`config.mk`:
```
export PLATFORM = sky130hd
export DESIGN_NAME = quietest_band_picker
export DESIGN_NICKNAME = d
export VERILOG_FILES = /design/src/hdl/qbp_pkg.sv /design/src/hdl/qbp_top3.sv /design/src/hdl/quietest_band_picker.sv
export SDC_FILE = /design/constraint.sdc
export NUM_CORES = 1
export LEC_CHECK = 0
export BUFFER_PORTS_ARGS = -buffer_cell sky130_fd_sc_hd__buf_2
export CAP_MARGIN = 20
export CORE_ASPECT_RATIO = 1.25
export CORE_MARGIN = 2
export CORE_UTILIZATION = 50
export CTS_CLUSTER_SIZE = 12
export DETAILED_ROUTE_END_ITERATION = 6
export GPL_TIMING_DRIVEN = 0
export HOLD_SLACK_MARGIN = 0.06
export PLACE_DENSITY = 0.73
export SLEW_MARGIN = 25
export SYNTH_ARGS = -nofsm -noshare
export SYNTH_HDL_FRONTEND = slang
export SYNTH_HIERARCHICAL = 1
export SYNTH_SLANG_ARGS = --single-unit
```
`constraint.sdc`:
```
create_clock -name clk -period 4.6 [get_ports clk]
set_input_delay 0.23 -clock clk [delete_from_list [all_inputs] [get_ports clk]]
set_output_delay 0.23 -clock clk [all_outputs]
set_load 0.005 [all_outputs]
```
`src/hdl/qbp_pkg.sv`:
```
// Shared types and constants for the quietest band picker.
`default_nettype none

package qbp_pkg;

    localparam int NUM_KEEP = 3;

    typedef logic [7:0]  index_t;
    typedef logic [15:0] value_t;
    typedef logic [11:0] freq_t;

    // Register selects, decoded from paddr[2]
    localparam logic REG_START_FREQ = 1'b0;
    localparam logic REG_FREQ_STEP  = 1'b1;

    localparam logic [8:0] START_FREQ_RESET = 9'd4;
    localparam logic [3:0] FREQ_STEP_RESET  = 4'd1;
    localparam freq_t      FREQ_MAX         = 12'hFFF;

    typedef struct packed {
        logic [15:0] sample;
        logic        last_sample;
    } qbp_in_t;

    typedef struct packed {
        logic [1:0]  rank;
        logic [7:0]  band_index;
        logic [15:0] band_value;
        logic [11:0] band_frequency;
        logic        last_result;
    } qbp_out_t;

    typedef struct packed {
        value_t value;
        index_t index;
    } qbp_entry_t;

    localparam qbp_entry_t ENTRY_EMPTY = '{value: 16'hFFFF, index: 8'd0};

    // Kept bands in ascending order, with the number of valid entries
    typedef struct packed {
        qbp_entry_t [NUM_KEEP-1:0] entry;
        logic [1:0]                count;
    } qbp_list_t;

endpackage

`default_nettype wire

```
`src/hdl/qbp_top3.sv`:
```
// Running stable top-three minimum list of one scan run.
`default_nettype none

module qbp_top3 #(
    parameter int MAX_BANDS = 256
) (
    input  wire logic               clk,
    input  wire logic               rst_n,
    input  wire logic               accept,
    input  wire qbp_pkg::qbp_in_t   beat,
    output qbp_pkg::qbp_list_t      list
);

    localparam int CNT_W = $clog2(MAX_BANDS + 1);

    qbp_pkg::qbp_entry_t [qbp_pkg::NUM_KEEP-1:0] best_reg;
    logic [1:0]       count_reg;
    logic [CNT_W-1:0] band_counter_reg;

    logic                in_range;
    logic [2:0]          lt;
    logic [1:0]          pos;
    qbp_pkg::qbp_entry_t item;

    assign in_range   = band_counter_reg < CNT_W'(MAX_BANDS);
    assign item.value = beat.sample;
    assign item.index = qbp_pkg::index_t'(band_counter_reg);

    always_comb
    begin
        for (int k = 0; k < qbp_pkg::NUM_KEEP; k++)
        begin
            lt[k] = (2'(k) < count_reg) && (beat.sample < best_reg[k].value);
        end
    end

    // First kept entry that is strictly larger; equal samples stay ahead
    always_comb
    begin
        priority if (lt[0])
            pos = 2'd0;
        else if (lt[1])
            pos = 2'd1;
        else if (lt[2])
            pos = 2'd2;
        else
            pos = count_reg;
    end

    // List including this beat; drop the sample when it lands past rank two
    always_comb
    begin
        list.entry = best_reg;
        list.count = count_reg;
        if (in_range && pos != 2'd3)
        begin
            unique case (pos)
                2'd0:
                begin
                    list.entry[0] = item;
                    list.entry[1] = best_reg[0];
                    list.entry[2] = best_reg[1];
                end
                2'd1:
                begin
                    list.entry[1] = item;
                    list.entry[2] = best_reg[1];
                end
                default:
                begin
                    list.entry[2] = item;
                end
            endcase
            if (count_reg != 2'd3)
                list.count = count_reg + 2'd1;
        end
    end

    always_ff @(posedge clk or negedge rst_n)
    begin
        if (!rst_n)
        begin
            best_reg         <= {qbp_pkg::NUM_KEEP{qbp_pkg::ENTRY_EMPTY}};
            count_reg        <= 2'd0;
            band_counter_reg <= '0;
        end
        else if (accept)
        begin
            if (beat.last_sample)
            begin
                best_reg         <= {qbp_pkg::NUM_KEEP{qbp_pkg::ENTRY_EMPTY}};
                count_reg        <= 2'd0;
                band_counter_reg <= '0;
            end
            else
            begin
                best_reg  <= list.entry;
                count_reg <= list.count;
                if (in_range)
                    band_counter_reg <= band_counter_reg + CNT_W'(1);
            end
        end
    end

endmodule

`default_nettype wire

```
`src/hdl/quietest_band_picker.sv`:
```
// Top level of the quietest band picker: scan input, result drain, register port.
// Latency: results of a run appear the cycle after its last band beat, one per cycle while result_stall is low.
// Throughput: one band beat per cycle; a last beat stalls while results of the previous
// run are still waiting, unless the final one is taken in that same cycle (one run drains).
// A run of N bands yields min(N,3) results, ranks 0..2 in ascending sample order.
// Reset (rst_n low, async) clears the run state and drain and loads register defaults.
`default_nettype none

module quietest_band_picker #(
    parameter int MAX_BANDS = 256
) (
    input  wire logic              clk,
    input  wire logic              rst_n,

    // Band beats of the scan run
    input  wire logic              band_valid,
    output logic                   band_stall,
    input  wire qbp_pkg::qbp_in_t  band_data,

    // Ranked result beats
    output logic                   result_valid,
    input  wire logic              result_stall,
    output qbp_pkg::qbp_out_t      result_data,

    // Register port
    input  wire logic              psel,
    input  wire logic              penable,
    input  wire logic              pwrite,
    input  wire logic [2:0]        paddr,
    input  wire logic [31:0]       pwdata,
    output logic [31:0]            prdata,
    output logic                   pready
);

    logic [8:0] start_freq_reg;
    logic [3:0] freq_step_reg;

    // Drain buffer: snapshot of the finished run, remaining count and next rank
    qbp_pkg::qbp_list_t snap_reg;
    logic [1:0]         left_reg;
    logic [1:0]         rank_reg;

    logic               band_accept;
    logic               result_accept;
    logic               snap_free;
    logic               capture;
    qbp_pkg::qbp_list_t run_list;
    qbp_pkg::qbp_entry_t cur;
    logic [12:0]        freq_sum;

    // ------------------------------------------------------------------
    // Register port: write on the access phase, reads are combinational
    // ------------------------------------------------------------------
    assign pready = 1'b1;

    always_ff @(posedge clk or negedge rst_n)
    begin
        if (!rst_n)
        begin
            start_freq_reg <= qbp_pkg::START_FREQ_RESET;
            freq_step_reg  <= qbp_pkg::FREQ_STEP_RESET;
        end
        else if (psel && penable && pwrite && pready)
        begin
            unique case (paddr[2])
                qbp_pkg::REG_START_FREQ: start_freq_reg <= pwdata[8:0];
                qbp_pkg::REG_FREQ_STEP:  freq_step_reg  <= pwdata[3:0];
                default:                 ;
            endcase
        end
    end

    always_comb
    begin
        unique case (paddr[2])
            qbp_pkg::REG_START_FREQ: prdata = {23'd0, start_freq_reg};
            qbp_pkg::REG_FREQ_STEP:  prdata = {28'd0, freq_step_reg};
            default:                 prdata = 32'd0;
        endcase
    end

    // ------------------------------------------------------------------
    // Handshakes. Ordinary band beats always flow; a last beat needs the
    // drain to be empty, or to be handing out its final result right now.
    // ------------------------------------------------------------------
    assign result_valid  = left_reg != 2'd0;
    assign result_accept = result_valid && !result_stall;
    assign snap_free     = (left_reg == 2'd0) || (left_reg == 2'd1 && result_accept);
    assign band_stall    = band_data.last_sample && !snap_free;
    assign band_accept   = band_valid && !band_stall;
    assign capture       = band_accept && band_data.last_sample;

    qbp_top3 #(
        .MAX_BANDS (MAX_BANDS)
    ) u_top3 (
        .clk    (clk),
        .rst_n  (rst_n),
        .accept (band_accept),
        .beat   (band_data),
        .list   (run_list)
    );

    // ------------------------------------------------------------------
    // Drain: hold the finished list, advance one rank per result beat
    // ------------------------------------------------------------------
    always_ff @(posedge clk or negedge rst_n)
    begin
        if (!rst_n)
        begin
            left_reg <= 2'd0;
            rank_reg <= 2'd0;
        end
        else if (capture)
        begin
            left_reg <= run_list.count;
            rank_reg <= 2'd0;
        end
        else if (result_accept)
        begin
            left_reg <= left_reg - 2'd1;
            rank_reg <= rank_reg + 2'd1;
        end
    end

    // Payload only, no reset needed
    always_ff @(posedge clk)
    begin
        if (capture)
            snap_reg <= run_list;
    end

    // Frequency code of the band on offer, saturated to 12 bits
    assign cur      = snap_reg.entry[rank_reg];
    assign freq_sum = {4'd0, start_freq_reg} + 13'(freq_step_reg) * 13'(cur.index);

    always_comb
    begin
        result_data.rank        = rank_reg;
        result_data.band_index  = cur.index;
        result_data.band_value  = cur.value;
        result_data.band_frequency = (freq_sum > 13'(qbp_pkg::FREQ_MAX))
                                     ? qbp_pkg::FREQ_MAX : freq_sum[11:0];
        result_data.last_result = left_reg == 2'd1;
    end

    // ------------------------------------------------------------------
    // Checks
    // ------------------------------------------------------------------
    // A run is never captured over results that are still waiting
    a_no_overwrite: assert property (@(posedge clk) disable iff (!rst_n)
        capture |-> snap_free)
        else $error("run captured over pending results");

    // A stalled band beat means results are still pending
    a_stall_reason: assert property (@(posedge clk) disable iff (!rst_n)
        band_stall |-> result_valid)
        else $error("band stalled with empty drain");

    // Ranks of one run follow each other without a gap
    a_rank_step: assert property (@(posedge clk) disable iff (!rst_n)
        (result_accept && !result_data.last_result) |=>
            (result_valid && result_data.rank == $past(result_data.rank) + 2'd1))
        else $error("rank sequence broken");

    // Values of one run come out in ascending order
    a_ascending: assert property (@(posedge clk) disable iff (!rst_n)
        (result_accept && !result_data.last_result) |=>
            (result_data.band_value >= $past(result_data.band_value)))
        else $error("results not in ascending order");

endmodule

`default_nettype wire
```
==> impl_metrics.toml, run 1 <==
[die]
initial_core_util_pct = 50.8
die_w_um = 136
dieArea_um2 = 23100
die_y_um = 169
core-area_um2 = 21500
io_pins = 133
row_count = 60

[pwr]
vdd_drop_max_v = 0.00138
leakagePower_nw = 5.97
powerDensity_nw_per_um2 = 783

[route]
wl_per_cell_um = 19.8
viasPerCell = 5.91
drt-total-wl_mm = 29.7
antenna_left = 0
drtPass1Iterations = 6
drc = 0
vias = 8869
drt_iter0_markers = 733

[timing]
relSlewSlack_pct = 49.1
hold_viol_final = 0
whs_ns = 0.115
fin_skew_ns = 0.0132
setup_slack_ns = -0.237
setup_viol = 12
fmax_mhz = 207
grt_setup_unrepaired = "yes"
tightest_slew_ns = 0.764
drv_slew = 0
finalCritPeriodShare_pct = 105
fin_crit_ns = 4.84

[synthesis]
synth_area_um2 = 10900
synth_common_cells = "inv_1 (119), nand2_1 (80), edfxtp_1 (72), ha_1 (70), o21ai_0 (68)"
synth_cell_types = 69
syn_inst = 1046
syn_avg_cell_area_um2 = 10.5
synth.area.top_cells = "edfxtp_1 (20%), dfstp_2 (12%), dfrtp_1 (11%)"
synth_most_common_cell = "inv_1"
synth_top_area_share_pct = 19.7
synth-seq-cells = 172
synth_edf_count = 72
yosysWarnings = 6
synth_largest_area_cell = "edfxtp_1"
synthArstFlopShare_pct = 58.1
yosysSeqAreaShare_pct = 43.2
synthFlopType = "edfxtp_1"

[cells_and_area]
drive_gt1_share_pct = 27.0
ff_latch_area_um2 = 4730
antennaDiodeCount = 0
fillCellCount = 1738
fin_util_pct = 60.9
nNetsFinal = 1358
multi_input_area_um2 = 5610
syn_to_final_growth_pct = 19.8
final_cells = 1501

[global_routing]
gr-total-overflow = 0
grtUsageMet1_pct = 29.5
grt.total_usage_pct = 26.0
first_global_vias = 8893
grt.busiest_layer = "met2"
antenna_found_initial = 0
grt_use_met2_pct = 47.2
grt_use_met3_pct = 3.91
grt_max_degree = 61
grt_pass1_wl_mm = 46.1

[worst_setup_path]
r2r_start = "u_top3/best_reg[9]$_DFFE_PN1P_"
path_depth = 17
critPathTopFamily = "adder cells"
cp-startpoint = "rank_reg[1]$_DFFE_PN0P_"
worst-r2r-cell-count = 11
endpoint_kind = "output port"
reg2reg_to = "snap_reg[14]$_DFFE_PP_"
crit_top_cell = "fa_1"
cp_data_arrival_time_ns = 4.61
cp_max_fo = 5
crit_path_end = "result_data[11]"
start_kind = "register"
critical_path_class = "register to output port"
r2r_setup_slack_ns = 0.89
worstPathRequired_ns = 4.37
cp_cell_sequence = "buf_8, buf_12, mux2i_2, o22ai_2, and2_4, fa_1, fa_1, inv_1, fa_1, inv_2, ha_4, and2_4, a311oi_4, nand2_2, a31oi_4, mux2i_1, buf_2"
slowest_stage = "fa_1"
cp_slowest_stage_delay_ns = 0.49
path_buf_inv = 5

[clock_tree]
cts_max_level = 4
cts.clk_slew.worst_paths_ns = 0.07
clockBufferDepth = 2
cts_made_buffers = 17
root_buffer = "clkbuf_16"
tritoncts = "built"
cts_sinks = 172
clk_latency_ns = 0.44

[job]
maxCapViolations = 0

[status]
violations = "negative setup slack"
outcome = "finished with violations"

[placement]
hpwl_mm = 20.6
dp.cells = 1432
place_congestion = 0.935
io_buffers = 83

[min_path]
min_path_type = "primary input to register"
==> power breakdown <==
part           internal [mW]  switching, mW  total, mW
Clock                  0.777          0.687       1.46
Sequential              2.21          0.217       2.43
Combinational           2.94           3.43       6.37
==> metrics by stage <==
step	power (mW)	TNS, ns	worst slack, ns	instance area (um2)
after floorplan	5.83	0	0.00290	11000
after global placement	7.16	-7.86	-0.679	11800
after detailed placement	7.31	-8.63	-0.750	11800
after CTS	9.64	-2.36	-0.210	13000
after global routing	11.0	-4.34	-0.397	13100
final	10.3	-2.46	-0.237	13100
==> worst min-delay path by stage <==
stage	startpoint	endpoint	slack, ns	cells past startpoint
floorplan	rst_n	freq_step_reg[1]$_DFFE_PN0P_	-0.07	0
global placement	pwdata[5]	start_freq_reg[5]$_DFFE_PN0P_	0.46	2
detailed placement	rst_n	u_top3/best_reg[54]$_DFFE_PN0P_	0.27	1
CTS	band_data[1]	u_top3/best_reg[8]$_DFFE_PN1P_	0.11	2
global route	band_data[1]	u_top3/best_reg[8]$_DFFE_PN1P_	0.12	2
finish	band_data[1]	u_top3/best_reg[8]$_DFFE_PN1P_	0.12	2
==> layout make-up <==
| type | instances | share of cell area, % |
|---|---|---|
| plain buffers | 83 | 4.14 |
| well taps | 279 | 2.66 |
| clock buffers | 17 | 3.24 |
| inverters | 119 | 3.41 |
| multi-input cells | 692 | 42.8 |
| clock inverters | 15 | 1.34 |
| repair buffers | 124 | 6.35 |
| flip-flops and latches | 172 | 36.1 |
==> repair_timing <==
item / in CTS / in global routing
pin swaps: 14 / 14
setup endpoints to repair: 12 / 12
buffers inserted: 23 / 6
hold endpoints to repair: 29 / 0
resized for setup: 65 / 19
gates cloned: 2 / 0
hold buffers: 10 / 0
==> cells by family after synthesis <==
group           count (synthesis)  synth area share, %
buf+inv                       204                 8.63
flops                         172                 43.2
simple gates                  209                 9.54
compound gates                265                 17.2
fa+ha+maj                      90                 11.7
mux                            92                 8.75
xor+xnor                       12                0.960
other cells                     2               0.0686
==> placed cells by master (no fill, tap or decap), drive strengths merged, types with 8 or more instances in the layout <==
cell         Yosys  final
o22a            16     16
and2            31     31
a21oi           23     23
nor2            29     29
ha              70     70
a32o             8      8
edfxtp          72     72
buf             50    164
o221ai          31     31
mux2i           62     62
mux2            30     30
o211ai          12     12
nand3           15     15
clkbuf          35     50
dfstp           50     50
nor2b            8      8
dlygate4sd3      0     10
inv            119    127
o21ai           75     75
dfrtp           50     50
nand2           80     80
or3              9      9
nand4           12     12
o22ai           24     24
conb             2     24
a22oi           17     17
a32oi           25     25
fa              20     20
==> routing by layer <==
layer	wire length [um]	share of wire [%]	up-vias
met4	1230	4.2	0
met3	1660	5.6	91
met5	0	0	-
li1	-	-	4088
met2	15600	53	387
met1	11200	38	4303
==> worst reg2reg max path, delay by kind of cell, from the launching register on <==
family          cells  cell delay [ns]
buf+inv             4             1.23
compound gates      6             1.37
fa+ha+maj           1             0.26
flops               1             0.54
No activity file was read; power rests on OpenSTA's default activity.
==> run 2: changes to the inputs <==
- CORE_UTILIZATION: 50 -> 54
- PLACE_DENSITY: 0.73 -> unset
- PLACE_DENSITY_LB_ADDON: unset -> 0.08
==> run 2 against run 1 <==
  * The flow still finishes with violations (negative setup slack)
  * Clock power is essentially flat
  * Largest power group unchanged
  * Sequential share of layout area is essentially flat
  * Core utilization grew 4.6 points
==> impl_metrics.toml, run 2 (synthesis gave the netlist of run 1 again) <==
[worst_setup_path]
cp_slowest_stage_delay_ns = 0.50
endpoint_kind = "output port"
critical_path_class = "register to output port"
cp_data_arrival_time_ns = 4.59
path_buf_inv = 5
cp_cell_sequence = "buf_8, buf_6, mux2i_4, o21ai_4, and2_4, fa_1, fa_1, inv_1, fa_1, inv_2, ha_4, and2_4, a311oi_4, nand2_2, a31oi_4, mux2i_1, buf_2"
start_kind = "register"
crit_top_cell = "fa_1"
slowest_stage = "fa_1"
worstPathRequired_ns = 4.37
cp_max_fo = 7
r2r_setup_slack_ns = 0.91
critPathTopFamily = "adder cells"

[route]
drtPass1Iterations = 5
vias = 8837
drc = 0
antenna_left = 0
drt-total-wl_mm = 29.9
viasPerCell = 5.91
drt_iter0_markers = 561
wl_per_cell_um = 20.0

[clock_tree]
root_buffer = "clkbuf_16"
tritoncts = "built"
cts.clk_slew.worst_paths_ns = 0.06
clockBufferDepth = 2
clk_latency_ns = 0.43
cts_made_buffers = 17
cts_sinks = 172
cts_max_level = 4

[global_routing]
grt_pass1_wl_mm = 47.6
grt_max_degree = 59
antenna_found_initial = 0
grt.total_usage_pct = 28.7
first_global_vias = 8980
gr-total-overflow = 0

[cells_and_area]
layout_commonest_cell = "inv_1"
syn_to_final_growth_pct = 19.7
drive_gt1_share_pct = 26.9
stdcell_area_um2 = 13100
ff_latch_area_um2 = 4730
nNetsFinal = 1362
antennaDiodeCount = 0
fin_util_pct = 65.4
fillCellCount = 1650
multi_input_area_um2 = 5610
layout.cells.most_common_list = "inv_1 (114), buf_2 (94), nand2_1 (73)"
final_cells = 1495

[placement]
dp.cells = 1423
io_buffers = 83
hpwl_mm = 21.1
dpl_cell_area_um2 = 11800
place_congestion = 0.910

[pwr]
leakagePower_nw = 5.98
vdd_drop_max_v = 0.000797
total_power_mw = 10.1
powerDensity_nw_per_um2 = 773

[die]
io_pins = 133
die_y_um = 163
dieArea_um2 = 21400
die_w_um = 131
row_count = 58
initial_core_util_pct = 54.7
core-area_um2 = 20000

[timing]
grt_setup_unrepaired = "yes"
drv_slew = 0
tightest_slew_ns = 0.827
relSlewSlack_pct = 44.9
timing.setup.tns_ns = -1.83
fmax_mhz = 207
fin_skew_ns = 0.0116
setup_slack_ns = -0.224
fin_crit_ns = 4.82
setup_viol = 12
hold_viol_final = 0
finalCritPeriodShare_pct = 105

[status]
outcome = "finished with violations"
violations = "negative setup slack"

[job]
maxCapViolations = 0

[min_path]
min_path_type = "primary input to register"
==> run 2: changes by cell type in the layout (fill, tap and decap cells not counted), sizes merged <==
cell / previous run / this run
clkinvlp: 2 / 0
clkinv: 4 / 5
buf: 164 / 168
clkbuf: 50 / 54
inv: 127 / 121
bufinv: 1 / 3
==> run 2: path summary, 6_finish.rpt <==
path / from / endpoint / cells after the start
min: band_data[3] / u_top3/best_reg[10]$_DFFE_PN1P_ / 2
max: rank_reg[1]$_DFFE_PN0P_ / result_data[11] / 17
min reg2reg: start_freq_reg[4]$_DFFE_PN0P_ / start_freq_reg[4]$_DFFE_PN0P_ / 1
max in group asynchronous: rst_n / start_freq_reg[2]$_DFFE_PN1P_ / 3
max reg2reg: u_top3/best_reg[47]$_DFFE_PN1P_ / snap_reg[47]$_DFFE_PP_ / 10
min in group asynchronous: rst_n / u_top3/best_reg[29]$_DFFE_PN0P_ / 2
==> run 2: timing repair <==
item                                    4_1_cts  5_1_grt
buffers inserted                             32        2
hold buffers                                 10        0
gates resized for setup                      68       19
endpoints found under the hold margin        48        0
endpoints found under the setup margin       12       12
gates cloned                                  1        0
pin swaps                                    28        8
==> run 2: final cells by class <==
type                       count  share of cell area, %
clock inverter                10                   1.07
sequential                   172                   36.1
clock buffer                  21                   3.36
inverter                     119                   3.41
tap                          270                   2.58
buffer                        83                   4.14
multi-input combinational    692                   42.8
timing repair buffer         128                   6.53
==> run 2: stage by stage <==
stage               setup slack, ns  hold slack (ns)
global placement             -0.844            0.466
finish                       -0.224            0.149
floorplan                   0.00290          -0.0656
detailed placement           -0.898            0.194
CTS                          -0.166            0.139
global route                 -0.367            0.155
==> run 2: per-layer routing <==
layer | GRT usage, % | up-vias | part of all wire [%]
li1 | - | 4110 | -
met1 | 32.5 | 4290 | 37
met2 | 52.8 | 346 | 52
met3 | 4.59 | 91 | 5.6
met4 | 13.9 | 0 | 4.6
met5 | 0 | - | 0
==> run 2: power breakdown <==
| part | switching (mW) | internal [mW] | leakage, nW |
|---|---|---|---|
| clock | 0.596 | 0.854 | 0.286 |
| sequential | 0.213 | 2.21 | 1.85 |
| combinational | 3.36 | 2.90 | 3.84 |
| total | 4.17 | 5.97 | 5.98 |
==> run 3: changes to the inputs <==
--- a/config.mk
+++ b/config.mk
@@ -7,3 +7,2 @@
 export LEC_CHECK = 0
-export BUFFER_PORTS_ARGS = -buffer_cell sky130_fd_sc_hd__buf_2
 export CAP_MARGIN = 20
@@ -11,5 +10,6 @@
 export CORE_MARGIN = 2
-export CORE_UTILIZATION = 54
+export CORE_UTILIZATION = 59
 export CTS_CLUSTER_SIZE = 12
 export DETAILED_ROUTE_END_ITERATION = 6
+export DONT_BUFFER_PORTS = 1
 export GPL_TIMING_DRIVEN = 0
--- a/constraint.sdc
+++ b/constraint.sdc
@@ -3,2 +3,2 @@
 set_output_delay 0.23 -clock clk [all_outputs]
-set_load 0.005 [all_outputs]
+set_load 0.01 [all_outputs]
==> run 3 against run 2 <==
  * Sequential share of layout area is 0.50 points higher
  * The flow still finishes with violations (negative setup slack)
  * Clock skew decreased by 0.0053 ns
  * Largest power group unchanged
  * Wire length rose by 1.2%
  * Highest routed layer unchanged
==> impl_metrics.toml, run 3 (synthesis gave the netlist of run 1 again) <==
[pwr]
powerDensity_nw_per_um2 = 809
leakagePower_nw = 5.71
total_power_mw = 10.5
vdd_drop_max_v = 0.000670

[cells_and_area]
layout.cells.most_common_list = "inv_1 (113), nand2_1 (74), edfxtp_1 (72)"
nNetsFinal = 1290
syn_to_final_growth_pct = 18.1
fillCellCount = 1357
layout_commonest_cell = "inv_1"
drive_gt1_share_pct = 21.7

[die]
core-area_um2 = 18200
initial_core_util_pct = 60.3
die_y_um = 156
io_pins = 133
row_count = 55
dieArea_um2 = 19700
die_w_um = 126

[global_routing]
antenna_found_initial = 0
first_global_vias = 8843
grt.total_usage_pct = 31.0
grt_max_degree = 101
gr-total-overflow = 0
grt_pass1_wl_mm = 47.4

[route]
drtPass1Iterations = 7
viasPerCell = 6.30
drt_iter0_markers = 732
wl_per_cell_um = 21.8
drt-total-wl_mm = 30.2
drc = 0
vias = 8714
antenna_left = 0

[worst_setup_path]
r2r_start = "u_top3/best_reg[9]$_DFFE_PN1P_"
cp_max_fo = 6
worstPathRequired_ns = 4.37
critical_path_class = "register to output port"
r2r_setup_slack_ns = 0.76
endpoint_kind = "output port"
cp_data_arrival_time_ns = 4.70
start_kind = "register"
worst-r2r-cell-count = 11
reg2reg_to = "snap_reg[4]$_DFFE_PP_"

[placement]
hpwl_mm = 20.3
place_congestion = 0.911
io_buffers = 0

[timing]
fin_skew_ns = 0.00627
drv_slew = 0
tightest_slew_ns = 0.781
setup_viol = 12
hold_viol_final = 0
finalCritPeriodShare_pct = 107
relSlewSlack_pct = 47.6
whs_ns = 0.0683
fmax_mhz = 203
setup_slack_ns = -0.334
fin_crit_ns = 4.93
grt_setup_unrepaired = "yes"

[clock_tree]
cts_sinks = 172
tritoncts = "built"
cts.clk_slew.worst_paths_ns = 0.06
cts_max_level = 4
cts_made_buffers = 17
root_buffer = "clkbuf_16"
clockBufferDepth = 2
clk_latency_ns = 0.43

[min_path]
min_path_cells = 2
min_from = "band_data[12]"
min_path_type = "primary input to register"
min_to = "snap_reg[21]$_DFFE_PP_"

[status]
outcome = "finished with violations"
violations = "negative setup slack"

[job]
maxCapViolations = 0
-- run 3: changes by cell type in the layout (fill, tap and decap cells not counted), moves of 3 or more --
cell / before / now
buf_2: 94 / 12
clkinv_1: 0 / 3
mux2i_2: 0 / 3
nand2_2: 7 / 1
o21ai_2: 8 / 5
dlygate4sd3_1: 10 / 26
clkbuf_1: 35 / 31
o21ai_4: 1 / 4
mux2i_1: 60 / 57
buf_4: 54 / 50
nand2_4: 0 / 5
-- run 3: cell type report --
type / count / area, um2 / share of cell area [%]
multi-input combinational: 692 / 5720 / 44.2
sequential: 172 / 4730 / 36.6
timing repair buffer: 56 / 553 / 4.28
buffer: 83 / 543 / 4.20
inverter: 119 / 447 / 3.46
clock buffer: 17 / 425 / 3.29
tap: 228 / 285 / 2.21
clock inverter: 15 / 220 / 1.70
antenna: 2 / 5.00 / 0.0387
-- run 3: how the worst max path moves through the flow --
stage	slack (ns)	start	end
final	-0.33	rank_reg[1]$_DFFE_PN0P_	result_data[12]
after global routing	-0.44	rank_reg[1]$_DFFE_PN0P_	result_data[12]
after CTS	-0.27	rank_reg[1]$_DFFE_PN0P_	result_data[1]
after detailed placement	-0.88	rank_reg[0]$_DFFE_PN0P_	result_data[1]
after global placement	-0.87	rank_reg[0]$_DFFE_PN0P_	result_data[1]
after floorplan	0.01	rank_reg[0]$_DFFE_PN0P_	result_data[11]
-- run 3: what timing repair did --
item | 4_1_cts | 5_1_grt
gates resized for setup | 87 | 6
endpoints found under the setup margin | 12 | 12
gates cloned | 1 | 0
setup buffers | 26 | 2
hold buffers | 27 | 0
endpoints found under the hold margin | 155 | 0
pin swaps | 31 | 11
-- run 3: metrics by stage --
| stage | instances | worst slack, ns | setup TNS (ns) | area [um2] | utilization (%) |
|---|---|---|---|---|---|
| floorplan | 1068 | 0.0131 | 0 | 11100 | - |
| global placement | 1296 | -0.868 | -10.29 | 11300 | 62.4 |
| detailed placement | 1297 | -0.880 | -9.80 | 11400 | 62.6 |
| CTS | 1381 | -0.267 | -3.04 | 12900 | 71.0 |
| global route | 1382 | -0.440 | -4.61 | 12900 | 71.1 |
| finish | 1384 | -0.334 | -3.28 | 12900 | 71.1 |
-- run 3: critical path: stages (launching register included) --
cell and delay, ns:
dfrtp_1 0.44, buf_8 0.17, buf_6 0.13, mux2i_4 0.18
o21ai_4 0.28, and2_4 0.20, fa_1 0.42, fa_1 0.52
inv_2 0.05, fa_1 0.50, inv_2 0.05, ha_4 0.29
and3_4 0.18, nand4_1 0.14, a21oi_2 0.26, buf_4 0.16
nor4_2 0.04, mux2i_1 0.24
-- run 3: layer usage --
metal  vias to the layer above  part of all wire, %  track usage, %
met4                         0                  3.6            12.7
met2                       420                   52            55.1
met5                         -                    0               0
met3                       102                  8.2            6.39
met1                      4240                   37            36.8
li1                       3952                    -               -
-- run 3: power by group --
| group | switching, mW | internal, mW | leakage [nW] | total, mW |
|---|---|---|---|---|
| logic | 3.73 | 2.72 | 3.55 | 6.45 |
| clock network | 0.605 | 0.964 | 0.312 | 1.57 |
| registers | 0.221 | 2.21 | 1.85 | 2.43 |
